File: src/rtl/arp_cache_responder_assert.svh
// Assertion macros used by the ARP cache engine
`ifndef ARP_CACHE_RESPONDER_ASSERT_SVH
`define ARP_CACHE_RESPONDER_ASSERT_SVH

// same-cycle implication, checked out of reset
`define ARPC_ASSERT_IMP(lbl, ante, cons, msg) \
    lbl: assert property (@(posedge i_clk) disable iff (!i_rst_n) (ante) |-> (cons)) \
        else $error(msg);

// next-cycle implication, checked out of reset
`define ARPC_ASSERT_NXT(lbl, ante, cons, msg) \
    lbl: assert property (@(posedge i_clk) disable iff (!i_rst_n) (ante) |=> (cons)) \
        else $error(msg);

`endif

File: src/rtl/arpc_pkg.sv
// Types and constants for the ARP cache and responder
`timescale 1ns / 1ps
`default_nettype none

package arpc_pkg;

    localparam int            CFG_DATA_W    = 48;
    localparam int            CFG_INDEX_W   = 1;
    localparam logic          CFG_OWN_IP    = 1'b0;
    localparam logic          CFG_OWN_MAC   = 1'b1;

    localparam logic [10:0]   MIN_ARP_LEN   = 11'd28;
    localparam logic [15:0]   HW_ETHERNET   = 16'h0001;
    localparam logic [15:0]   PROTO_IPV4    = 16'h0800;
    localparam logic [15:0]   OP_REQUEST    = 16'h0001;
    localparam logic          KIND_LOOKUP   = 1'b1;
    localparam logic [47:0]   MAC_BROADCAST = {48{1'b1}};

    localparam int            QUEUE_DEPTH   = 2;

    typedef enum logic [1:0] {
        RES_HIT   = 2'd0,
        RES_MISS  = 2'd1,
        RES_REPLY = 2'd2
    } t_result_kind;

    typedef enum logic [1:0] {
        CMD_LOOKUP      = 2'd0,
        CMD_LEARN       = 2'd1,
        CMD_LEARN_REPLY = 2'd2
    } t_cmd_op;

    typedef enum logic [1:0] {
        ENG_IDLE   = 2'd0,
        ENG_SCAN   = 2'd1,
        ENG_WRITE  = 2'd2,
        ENG_RESULT = 2'd3
    } t_eng_state;

    typedef struct packed {
        logic        kind;
        logic [10:0] packet_length;
        logic [15:0] hw_type;
        logic [15:0] ptype;
        logic [15:0] opcode;
        logic [31:0] src_ip;
        logic [47:0] src_mac;
        logic [31:0] tgt_ip;
        logic [31:0] query_ip;
    } t_in_item;

    typedef struct packed {
        t_result_kind result_kind;
        logic [47:0]  peer_mac;
        logic [31:0]  peer_ip;
    } t_out_item;

    typedef struct packed {
        t_cmd_op     op;
        logic [31:0] ip;
        logic [47:0] mac;
    } t_cmd;

    typedef struct packed {
        logic [31:0] ip;
        logic [47:0] mac;
    } t_entry;

endpackage

`default_nettype wire

File: src/rtl/arp_cache_responder.sv
// Top level of the ARP cache and responder
//
//  channel   direction  handshake                 payload
//  in        input      i_in_valid / o_in_stall   i_in_item  (t_in_item)
//  out       output     o_out_valid / i_out_stall o_out_item (t_out_item)
//  cfg       input      i_cfg_wr_en               i_cfg_index, i_cfg_data
//
// The engine holds one command at a time and walks the stored pairs linearly, one entry
// per cycle, stopping early on a hit; a learn that triggers a reply also forms a result.
// Dropped packets end in the front end.
// Reset is synchronous, active low; it empties the table and clears own IP.
// Two commands wait in the queue and one in the front end; then the input stalls.
`timescale 1ns / 1ps
`default_nettype none

module arp_cache_responder
    import arpc_pkg::*;
#(
    parameter int CACHE_ENTRIES = 32
)
(
    input  wire logic                   i_clk,
    input  wire logic                   i_rst_n,
    input  wire logic                   i_cfg_wr_en,
    input  wire logic [CFG_INDEX_W-1:0] i_cfg_index,
    input  wire logic [CFG_DATA_W-1:0]  i_cfg_data,
    input  wire logic                   i_in_valid,
    input  wire t_in_item               i_in_item,
    output logic                        o_in_stall,
    output logic                        o_out_valid,
    output t_out_item                   o_out_item,
    input  wire logic                   i_out_stall
);

    logic f_cmd_valid, f_cmd_stall;
    t_cmd f_cmd;
    logic q_pop_valid, q_pop_en;
    t_cmd q_pop_cmd;

    arpc_front u_front (
        .i_clk       (i_clk),
        .i_rst_n     (i_rst_n),
        .i_cfg_wr_en (i_cfg_wr_en),
        .i_cfg_index (i_cfg_index),
        .i_cfg_data  (i_cfg_data),
        .i_in_valid  (i_in_valid),
        .i_in_item   (i_in_item),
        .o_in_stall  (o_in_stall),
        .o_cmd_valid (f_cmd_valid),
        .o_cmd       (f_cmd),
        .i_cmd_stall (f_cmd_stall)
    );

    arpc_queue u_queue (
        .i_clk        (i_clk),
        .i_rst_n      (i_rst_n),
        .i_push_valid (f_cmd_valid),
        .i_push_cmd   (f_cmd),
        .o_push_stall (f_cmd_stall),
        .o_pop_valid  (q_pop_valid),
        .o_pop_cmd    (q_pop_cmd),
        .i_pop_en     (q_pop_en)
    );

    arpc_engine #(
        .CACHE_ENTRIES (CACHE_ENTRIES)
    ) u_engine (
        .i_clk       (i_clk),
        .i_rst_n     (i_rst_n),
        .i_cmd_valid (q_pop_valid),
        .i_cmd       (q_pop_cmd),
        .o_cmd_pop   (q_pop_en),
        .o_out_valid (o_out_valid),
        .o_out_item  (o_out_item),
        .i_out_stall (i_out_stall)
    );

endmodule

`default_nettype wire

File: src/rtl/arpc_front.sv
// Front end: takes input items, filters packets and forms engine commands
`timescale 1ns / 1ps
`default_nettype none

module arpc_front
    import arpc_pkg::*;
(
    input  wire logic                   i_clk,
    input  wire logic                   i_rst_n,
    input  wire logic                   i_cfg_wr_en,
    input  wire logic [CFG_INDEX_W-1:0] i_cfg_index,
    input  wire logic [CFG_DATA_W-1:0]  i_cfg_data,
    input  wire logic                   i_in_valid,
    input  wire t_in_item               i_in_item,
    output logic                        o_in_stall,
    output logic                        o_cmd_valid,
    output t_cmd                        o_cmd,
    input  wire logic                   i_cmd_stall
);

    logic [31:0] r_own_ip;
    logic        r_cmd_valid, n_cmd_valid;
    t_cmd        r_cmd, n_cmd;
    t_cmd        cls_cmd;
    logic        cls_keep;
    logic        accept;

    assign o_in_stall  = r_cmd_valid && i_cmd_stall;
    assign accept      = i_in_valid && !o_in_stall;
    assign o_cmd_valid = r_cmd_valid;
    assign o_cmd       = r_cmd;

    always_comb begin
        cls_cmd.ip  = i_in_item.src_ip;
        cls_cmd.mac = i_in_item.src_mac;
        if (i_in_item.kind == KIND_LOOKUP) begin
            cls_cmd.op = CMD_LOOKUP;
            cls_cmd.ip = i_in_item.query_ip;
            cls_keep   = 1'b1;
        end else begin
            cls_keep = (i_in_item.packet_length >= MIN_ARP_LEN)
                    && (i_in_item.hw_type == HW_ETHERNET)
                    && (i_in_item.ptype == PROTO_IPV4);
            if (i_in_item.opcode == OP_REQUEST && i_in_item.tgt_ip == r_own_ip) begin
                cls_cmd.op = CMD_LEARN_REPLY;
            end else begin
                cls_cmd.op = CMD_LEARN;
            end
        end
    end

    always_comb begin
        n_cmd_valid = r_cmd_valid;
        n_cmd       = r_cmd;
        if (r_cmd_valid && !i_cmd_stall) begin
            n_cmd_valid = 1'b0;
        end
        if (accept) begin
            n_cmd_valid = cls_keep;
            n_cmd       = cls_cmd;
        end
    end

    always_ff @(posedge i_clk) begin
        if (!i_rst_n) begin
            r_own_ip    <= '0;
            r_cmd_valid <= 1'b0;
        end else begin
            r_cmd_valid <= n_cmd_valid;
            if (i_cfg_wr_en && i_cfg_index == CFG_OWN_IP) begin
                r_own_ip <= i_cfg_data[31:0];
            end
        end
    end

    always_ff @(posedge i_clk) begin
        r_cmd <= n_cmd;
    end

endmodule

`default_nettype wire

File: src/rtl/arpc_queue.sv
// Short command queue between the front end and the cache engine
`timescale 1ns / 1ps
`default_nettype none

module arpc_queue
    import arpc_pkg::*;
(
    input  wire logic i_clk,
    input  wire logic i_rst_n,
    input  wire logic i_push_valid,
    input  wire t_cmd i_push_cmd,
    output logic      o_push_stall,
    output logic      o_pop_valid,
    output t_cmd      o_pop_cmd,
    input  wire logic i_pop_en
);

    localparam int Q_PTR_W = (QUEUE_DEPTH > 1) ? $clog2(QUEUE_DEPTH) : 1;
    localparam int Q_CNT_W = $clog2(QUEUE_DEPTH + 1);

    t_cmd               r_store [QUEUE_DEPTH];
    logic [Q_PTR_W-1:0] r_wr_ptr, n_wr_ptr;
    logic [Q_PTR_W-1:0] r_rd_ptr, n_rd_ptr;
    logic [Q_CNT_W-1:0] r_count, n_count;
    logic               push, pop;

    assign o_push_stall = (r_count == Q_CNT_W'(QUEUE_DEPTH));
    assign o_pop_valid  = (r_count != '0);
    assign o_pop_cmd    = r_store[r_rd_ptr];
    assign push         = i_push_valid && !o_push_stall;
    assign pop          = i_pop_en && o_pop_valid;

    always_comb begin
        n_wr_ptr = r_wr_ptr;
        n_rd_ptr = r_rd_ptr;
        n_count  = r_count;
        if (push) begin
            n_wr_ptr = (r_wr_ptr == Q_PTR_W'(QUEUE_DEPTH - 1)) ? '0 : r_wr_ptr + 1'b1;
        end
        if (pop) begin
            n_rd_ptr = (r_rd_ptr == Q_PTR_W'(QUEUE_DEPTH - 1)) ? '0 : r_rd_ptr + 1'b1;
        end
        if (push && !pop) begin
            n_count = r_count + 1'b1;
        end else if (pop && !push) begin
            n_count = r_count - 1'b1;
        end
    end

    always_ff @(posedge i_clk) begin
        if (!i_rst_n) begin
            r_wr_ptr <= '0;
            r_rd_ptr <= '0;
            r_count  <= '0;
        end else begin
            r_wr_ptr <= n_wr_ptr;
            r_rd_ptr <= n_rd_ptr;
            r_count  <= n_count;
        end
    end

    always_ff @(posedge i_clk) begin
        if (push) begin
            r_store[r_wr_ptr] <= i_push_cmd;
        end
    end

endmodule

`default_nettype wire

File: src/rtl/arpc_engine.sv
// Cache engine: walks the pair table, learns pairs and forms result items
`timescale 1ns / 1ps
`default_nettype none

`include "arp_cache_responder_assert.svh"

module arpc_engine
    import arpc_pkg::*;
#(
    parameter int CACHE_ENTRIES = 32
)
(
    input  wire logic i_clk,
    input  wire logic i_rst_n,
    input  wire logic i_cmd_valid,
    input  wire t_cmd i_cmd,
    output logic      o_cmd_pop,
    output logic      o_out_valid,
    output t_out_item o_out_item,
    input  wire logic i_out_stall
);

    localparam int IDX_W = (CACHE_ENTRIES > 1) ? $clog2(CACHE_ENTRIES) : 1;
    localparam int CNT_W = $clog2(CACHE_ENTRIES + 1);

    t_entry           r_mem [CACHE_ENTRIES];
    t_eng_state       r_state, n_state;
    t_cmd             r_cmd;
    logic [CNT_W-1:0] r_idx;
    logic [CNT_W-1:0] r_count;
    logic             r_pend;
    logic [IDX_W-1:0] r_pend_idx;
    t_entry           r_rd_entry;
    logic             r_found;
    logic [IDX_W-1:0] r_slot;
    logic [47:0]      r_found_mac;
    logic             r_out_valid;
    t_out_item        r_out;

    logic             scan_hit, scan_end, out_free;
    logic             rd_en, wr_en, cnt_inc, load_out;
    logic [IDX_W-1:0] wr_addr;
    t_out_item        res_item;

    assign scan_hit    = r_pend && (r_rd_entry.ip == r_cmd.ip);
    assign scan_end    = scan_hit || (r_idx == r_count);
    assign out_free    = !r_out_valid || !i_out_stall;
    assign o_out_valid = r_out_valid;
    assign o_out_item  = r_out;

    always_comb begin
        n_state = r_state;
        unique case (r_state)
            ENG_IDLE: begin
                if (i_cmd_valid) begin
                    n_state = ENG_SCAN;
                end
            end
            ENG_SCAN: begin
                if (scan_end) begin
                    n_state = (r_cmd.op == CMD_LOOKUP) ? ENG_RESULT : ENG_WRITE;
                end
            end
            ENG_WRITE: begin
                n_state = (r_cmd.op == CMD_LEARN_REPLY) ? ENG_RESULT : ENG_IDLE;
            end
            ENG_RESULT: begin
                if (out_free) begin
                    n_state = ENG_IDLE;
                end
            end
            default: n_state = ENG_IDLE;
        endcase
    end

    always_comb begin
        o_cmd_pop = 1'b0;
        rd_en     = 1'b0;
        wr_en     = 1'b0;
        cnt_inc   = 1'b0;
        wr_addr   = r_slot;
        load_out  = 1'b0;
        unique case (r_state)
            ENG_IDLE: begin
                o_cmd_pop = i_cmd_valid;
            end
            ENG_SCAN: begin
                rd_en = !scan_hit && (r_idx < r_count);
            end
            ENG_WRITE: begin
                if (r_found) begin
                    wr_en = 1'b1;
                end else if (r_count < CNT_W'(CACHE_ENTRIES)) begin
                    wr_en   = 1'b1;
                    cnt_inc = 1'b1;
                    wr_addr = r_count[IDX_W-1:0];
                end
            end
            ENG_RESULT: begin
                load_out = out_free;
            end
            default: begin
                o_cmd_pop = 1'b0;
            end
        endcase
    end

    always_comb begin
        res_item.peer_ip = r_cmd.ip;
        if (r_cmd.op != CMD_LOOKUP) begin
            res_item.result_kind = RES_REPLY;
            res_item.peer_mac    = r_cmd.mac;
        end else if (r_found) begin
            res_item.result_kind = RES_HIT;
            res_item.peer_mac    = r_found_mac;
        end else begin
            res_item.result_kind = RES_MISS;
            res_item.peer_mac    = MAC_BROADCAST;
        end
    end

    always_ff @(posedge i_clk) begin
        if (!i_rst_n) begin
            r_state     <= ENG_IDLE;
            r_count     <= '0;
            r_idx       <= '0;
            r_pend      <= 1'b0;
            r_found     <= 1'b0;
            r_out_valid <= 1'b0;
        end else begin
            r_state <= n_state;
            if (o_cmd_pop) begin
                r_idx   <= '0;
                r_pend  <= 1'b0;
                r_found <= 1'b0;
            end else if (r_state == ENG_SCAN) begin
                r_pend <= rd_en;
                if (rd_en) begin
                    r_idx <= r_idx + 1'b1;
                end
                if (scan_hit) begin
                    r_found <= 1'b1;
                end
            end
            if (cnt_inc) begin
                r_count <= r_count + 1'b1;
            end
            if (load_out) begin
                r_out_valid <= 1'b1;
            end else if (!i_out_stall) begin
                r_out_valid <= 1'b0;
            end
        end
    end

    always_ff @(posedge i_clk) begin
        if (o_cmd_pop) begin
            r_cmd <= i_cmd;
        end
        if (rd_en) begin
            r_pend_idx <= r_idx[IDX_W-1:0];
        end
        if (scan_hit) begin
            r_slot      <= r_pend_idx;
            r_found_mac <= r_rd_entry.mac;
        end
        if (load_out) begin
            r_out <= res_item;
        end
    end

    // pair table
    always_ff @(posedge i_clk) begin
        if (wr_en) begin
            r_mem[wr_addr] <= {r_cmd.ip, r_cmd.mac};
        end
        if (rd_en) begin
            r_rd_entry <= r_mem[r_idx[IDX_W-1:0]];
        end
    end

    `ARPC_ASSERT_IMP(a_count_bound, 1'b1, r_count <= CNT_W'(CACHE_ENTRIES), "fill count past table size")
    `ARPC_ASSERT_IMP(a_idx_bound, r_state == ENG_SCAN, r_idx <= r_count, "scan index past fill count")
    `ARPC_ASSERT_IMP(a_hit_range, scan_hit, CNT_W'(r_pend_idx) < r_count, "hit on unfilled entry")
    `ARPC_ASSERT_NXT(a_count_step, 1'b1, (r_count == $past(r_count)) || (r_count == $past(r_count) + 1'b1), "fill count moved by more than one")
    `ARPC_ASSERT_NXT(a_pop_scan, o_cmd_pop, r_state == ENG_SCAN, "popped command not scanned")

endmodule

`default_nettype wire
File: config.mk
export PLATFORM = sky130hd
export DESIGN_NAME = arp_cache_responder
export DESIGN_NICKNAME = d
export VERILOG_FILES = /design/src/rtl/arpc_pkg.sv /design/src/rtl/arp_cache_responder.sv /design/src/rtl/arpc_front.sv /design/src/rtl/arpc_queue.sv /design/src/rtl/arpc_engine.sv
export VERILOG_INCLUDE_DIRS = /design/src /design/src/rtl
export SDC_FILE = /design/constraint.sdc
export NUM_CORES = 2
export LEC_CHECK = 0
export ABC_AREA = 0
export BUFFER_PORTS_ARGS = -buffer_cell sky130_fd_sc_hd__buf_4
export CAP_MARGIN = 40
export CORE_AREA = 2 2 482 388
export CTS_CLUSTER_DIAMETER = 50
export DETAILED_ROUTE_END_ITERATION = 8
export DIE_AREA = 0 0 484 390
export PLACE_DENSITY_LB_ADDON = 0.1
export SYNTH_ARGS = -nofsm -noshare
export SYNTH_HDL_FRONTEND = slang
export SYNTH_SLANG_ARGS = --single-unit
File: constraint.sdc
create_clock -name i_clk -period 12.5 [get_ports i_clk]
set_clock_uncertainty 0.15 [all_clocks]
set_input_delay 0.625 -clock i_clk [delete_from_list [all_inputs] [get_ports i_clk]]
set_output_delay 0.625 -clock i_clk [all_outputs]
set_load 0.005 [all_outputs]
==> impl_metrics.env <==
export IMPL_nFillCells=9682
export IMPL_ys_flop_type="edfxtp_1"
export IMPL_cp_data_required_time_ps=13020
export IMPL_start_util_pct=64.6
export IMPL_finalNetCount=5999
export IMPL_synth_async_reset_ratio_pct=0
export IMPL_grt_pass1_vias=57700
export IMPL_die_h_um=390
export IMPL_syn_inst=4937
export IMPL_synthesis_nets=5204
export IMPL_htreeDepth=5
export IMPL_hold_viol=0
export IMPL_drc=0
export IMPL_layout_min_cycle_time_ps=5060
export IMPL_p_switching_mw=5.29
export IMPL_wl_um=291000
export IMPL_cts_resized=0
export IMPL_synth_area_mm2=0.119
export IMPL_dp_hpwl_um=151000
export IMPL_final_cell_area_mm2=0.137
export IMPL_dp_slack_ps=7350
export IMPL_period_share_pct=40.5
export IMPL_synth_cell_types=47
export IMPL_num_vias=57100
export IMPL_overflow=0
export IMPL_mostFrequentLayoutCell="edfxtp_1"
export IMPL_whs_ps=52.5
export IMPL_finalMaxSlewViolations=0
export IMPL_fin_cells=8366
export IMPL_dr_pass1_iters=6
export IMPL_clkSlewWorstSetupHoldPaths_ps=60
export IMPL_p_leak_nw=42.7
export IMPL_seq_area_frac_synth_pct=79.5
export IMPL_cts_buffers=307
export IMPL_rows=141
export IMPL_final_cell_mix="3108 x edfxtp_1, 800 x mux4_2, 470 x buf_4"
export IMPL_synth_area_leader_cell="edfxtp_1"
export IMPL_grt_max_degree=126
export IMPL_ys_top_cells_by_area="edfxtp_1 79%, mux4_2 15%, mux2_2 1.9%, dfxtp_1 0.91%, clkbuf_1 0.50%"
export IMPL_hold_class="in2reg"
export IMPL_cp_max_fo=103
export IMPL_pwr_share_comb_pct=8.1
export IMPL_r2r_cells=7
export IMPL_drv_cap=0
export IMPL_dp_cells=7688
export IMPL_netlist_area_leader_share_pct=78.5
export IMPL_cts_tree="done"
export IMPL_hold_path_cell_count=4
export IMPL_antenna_found_initial=3
export IMPL_cp_end_kind="flop"
export IMPL_synth_seq_cells=3162
export IMPL_clockBufferDepth=4
export IMPL_avgSynthCellArea_um2=24.1
export IMPL_layout_setup_ws_ps=7440
export IMPL_final_layout_size_suffix_gt1_share_pct=33.2
export IMPL_yosys_warnings=0
export IMPL_power_mw=23.4
export IMPL_io_pins=342
export IMPL_seqPwrFrac_pct=55.5
export IMPL_synth_edf_count=3108
export IMPL_ir_drop_mv=0.145
export IMPL_drt_iter0_markers=8468
export IMPL_tightest_slew_ps=1030
export IMPL_status="finished clean"
export IMPL_crit_arrival_ps=5580
export IMPL_ant_nets=0
export IMPL_finalSetupViolCount=0
export IMPL_wl_per_cell_um=34.8
export IMPL_startpoint_type="flop"
export IMPL_dieArea_mm2=0.189
export IMPL_max_slew_margin_rel_pct=31.2
export IMPL_switching_share_pct=22.6
export IMPL_core_mm2=0.184
export IMPL_critical_path_class="reg2reg"
export IMPL_clock_fmax_mhz=198
export IMPL_tns_ps=0
export IMPL_dpl_cell_area_mm2=0.127
export IMPL_power_per_cell_area_mw_per_mm2=171
export IMPL_routabilityCongestion=0.791
export IMPL_grt_pass1_wl_um=414000
export IMPL_cts_num_sinks=3162
export IMPL_area_growth_pct=15.6
export IMPL_port_buffers=323
export IMPL_rsz0062_at_grt="false"
export IMPL_p_int_mw=18.1
export IMPL_clkPwrFrac_pct=36.3
export IMPL_clk_latency_ps=930
export IMPL_final_core_util_pct=74.7
export IMPL_vias_per_cell=6.83
export IMPL_grt_usage_pct=31.2
export IMPL_root_buffer="clkbuf_16"
export IMPL_dieWidth_um=484
[final cells by class]
cell class / count / area [um2] / area share (%)
well taps: 2431 / 3040 / 2.21
inverters: 62 / 243 / 0.177
clock inverters: 120 / 778 / 0.567
multi-input cells: 1482 / 23400 / 17.0
flip-flops and latches: 3162 / 94400 / 68.8
repair buffers: 717 / 7250 / 5.28
clock buffers: 389 / 8180 / 5.95
diodes: 3 / 7.51 / 0.00547
[cell usage after synthesis, types with 4 or more instances]
master	number
a21boi_0	35
a21oi_1	9
a31oi_1	50
and2_1	8
buf_1	4
buf_2	52
buf_6	18
clkbuf_1	157
dfxtp_1	54
edfxtp_1	3108
ha_1	9
inv_1	61
mux2_2	196
mux2i_1	8
mux4_2	800
nand2_1	86
nand2b_1	11
nand3_1	11
nand4_1	12
nor2_1	102
nor2b_1	7
nor3_1	6
nor4_1	26
o21ai_0	4
or4_1	5
xnor2_1	10
xor2_1	59
[sequential cells by signal, indices dropped and copies added (netlist names), 2 cells and up]
name and cells:
u_engine.o_out_item 82, u_engine.r_cmd 82, u_engine.r_count 6, u_engine.r_found_mac 48, u_engine.r_idx 6, u_engine.r_mem 2560
u_engine.r_pend_idx 5, u_engine.r_rd_entry 80, u_engine.r_slot 5, u_engine.r_state 2, u_front.o_cmd 82, u_front.r_own_ip 32
u_queue.r_count 2, u_queue.r_store 164
[worst max-delay path, cell delays in order, from the launching register on]
cell	delay (ps)
dfxtp_4	870
buf_12	680
buf_4	750
buf_4	520
buf_16	300
mux4_2	570
mux4_2	530
mux2_2	280
[layer usage]
metal	track usage (%)	part of all wire [%]	vias up
met5	0	0	-
met2	50.5	50	3733
met4	9.20	3.0	0
met1	44.6	37	30300
met3	5.72	10	548
li1	-	-	22500
[what timing repair did]
item                                   4_1_cts  5_1_grt
hold buffers                               161        0
setup buffers                                0        0
endpoints found under the hold margin      116        0
[final timing paths]
| check | start | endpoint | slack [ps] |
|---|---|---|---|
| setup reg to reg | u_engine.r_idx[0]$_SDFFE_PP0P_ | u_engine.r_rd_entry[74]$_DFFE_PP_ | 7440 |
| hold / removal | i_cfg_index | u_front.r_own_ip[14]$_SDFFE_PN0P_ | 50 |
| hold reg to reg | u_engine.r_rd_entry[22]$_DFFE_PP_ | u_engine.r_found_mac[22]$_DFFE_PP_ | 270 |
| setup / recovery | u_engine.r_idx[0]$_SDFFE_PP0P_ | u_engine.r_rd_entry[74]$_DFFE_PP_ | 7440 |
[power groups by stage]
stage / Sequential [mW] / Clock [mW] / Combinational [mW]
2_1_floorplan: 13.3 / 0 / 0.740
3_3_place_gp: 13.4 / 0 / 1.48
3_5_place_dp: 13.3 / 0 / 1.78
4_1_cts: 13.0 / 8.60 / 1.84
5_1_grt: 13.0 / 8.99 / 2.01
6_report: 13.0 / 8.51 / 1.91
[logic make-up (layout without fill, tap and decap cells)]
family / Yosys count / after routing / share of synthesized area (%)
and+or+nand+nor: 288 / 288 / 1.13
buffers and inverters: 293 / 1288 / 1.09
xor gates and xnor gates: 69 / 69 / 0.509
muxes: 1004 / 1004 / 17.1
other: 0 / 3 / 0
DFF: 3162 / 3162 / 79.5
adders and majority gates: 9 / 9 / 0.0948
AOI/OAI and AO/OA: 112 / 112 / 0.631
(Power assumes the default switching activity.)
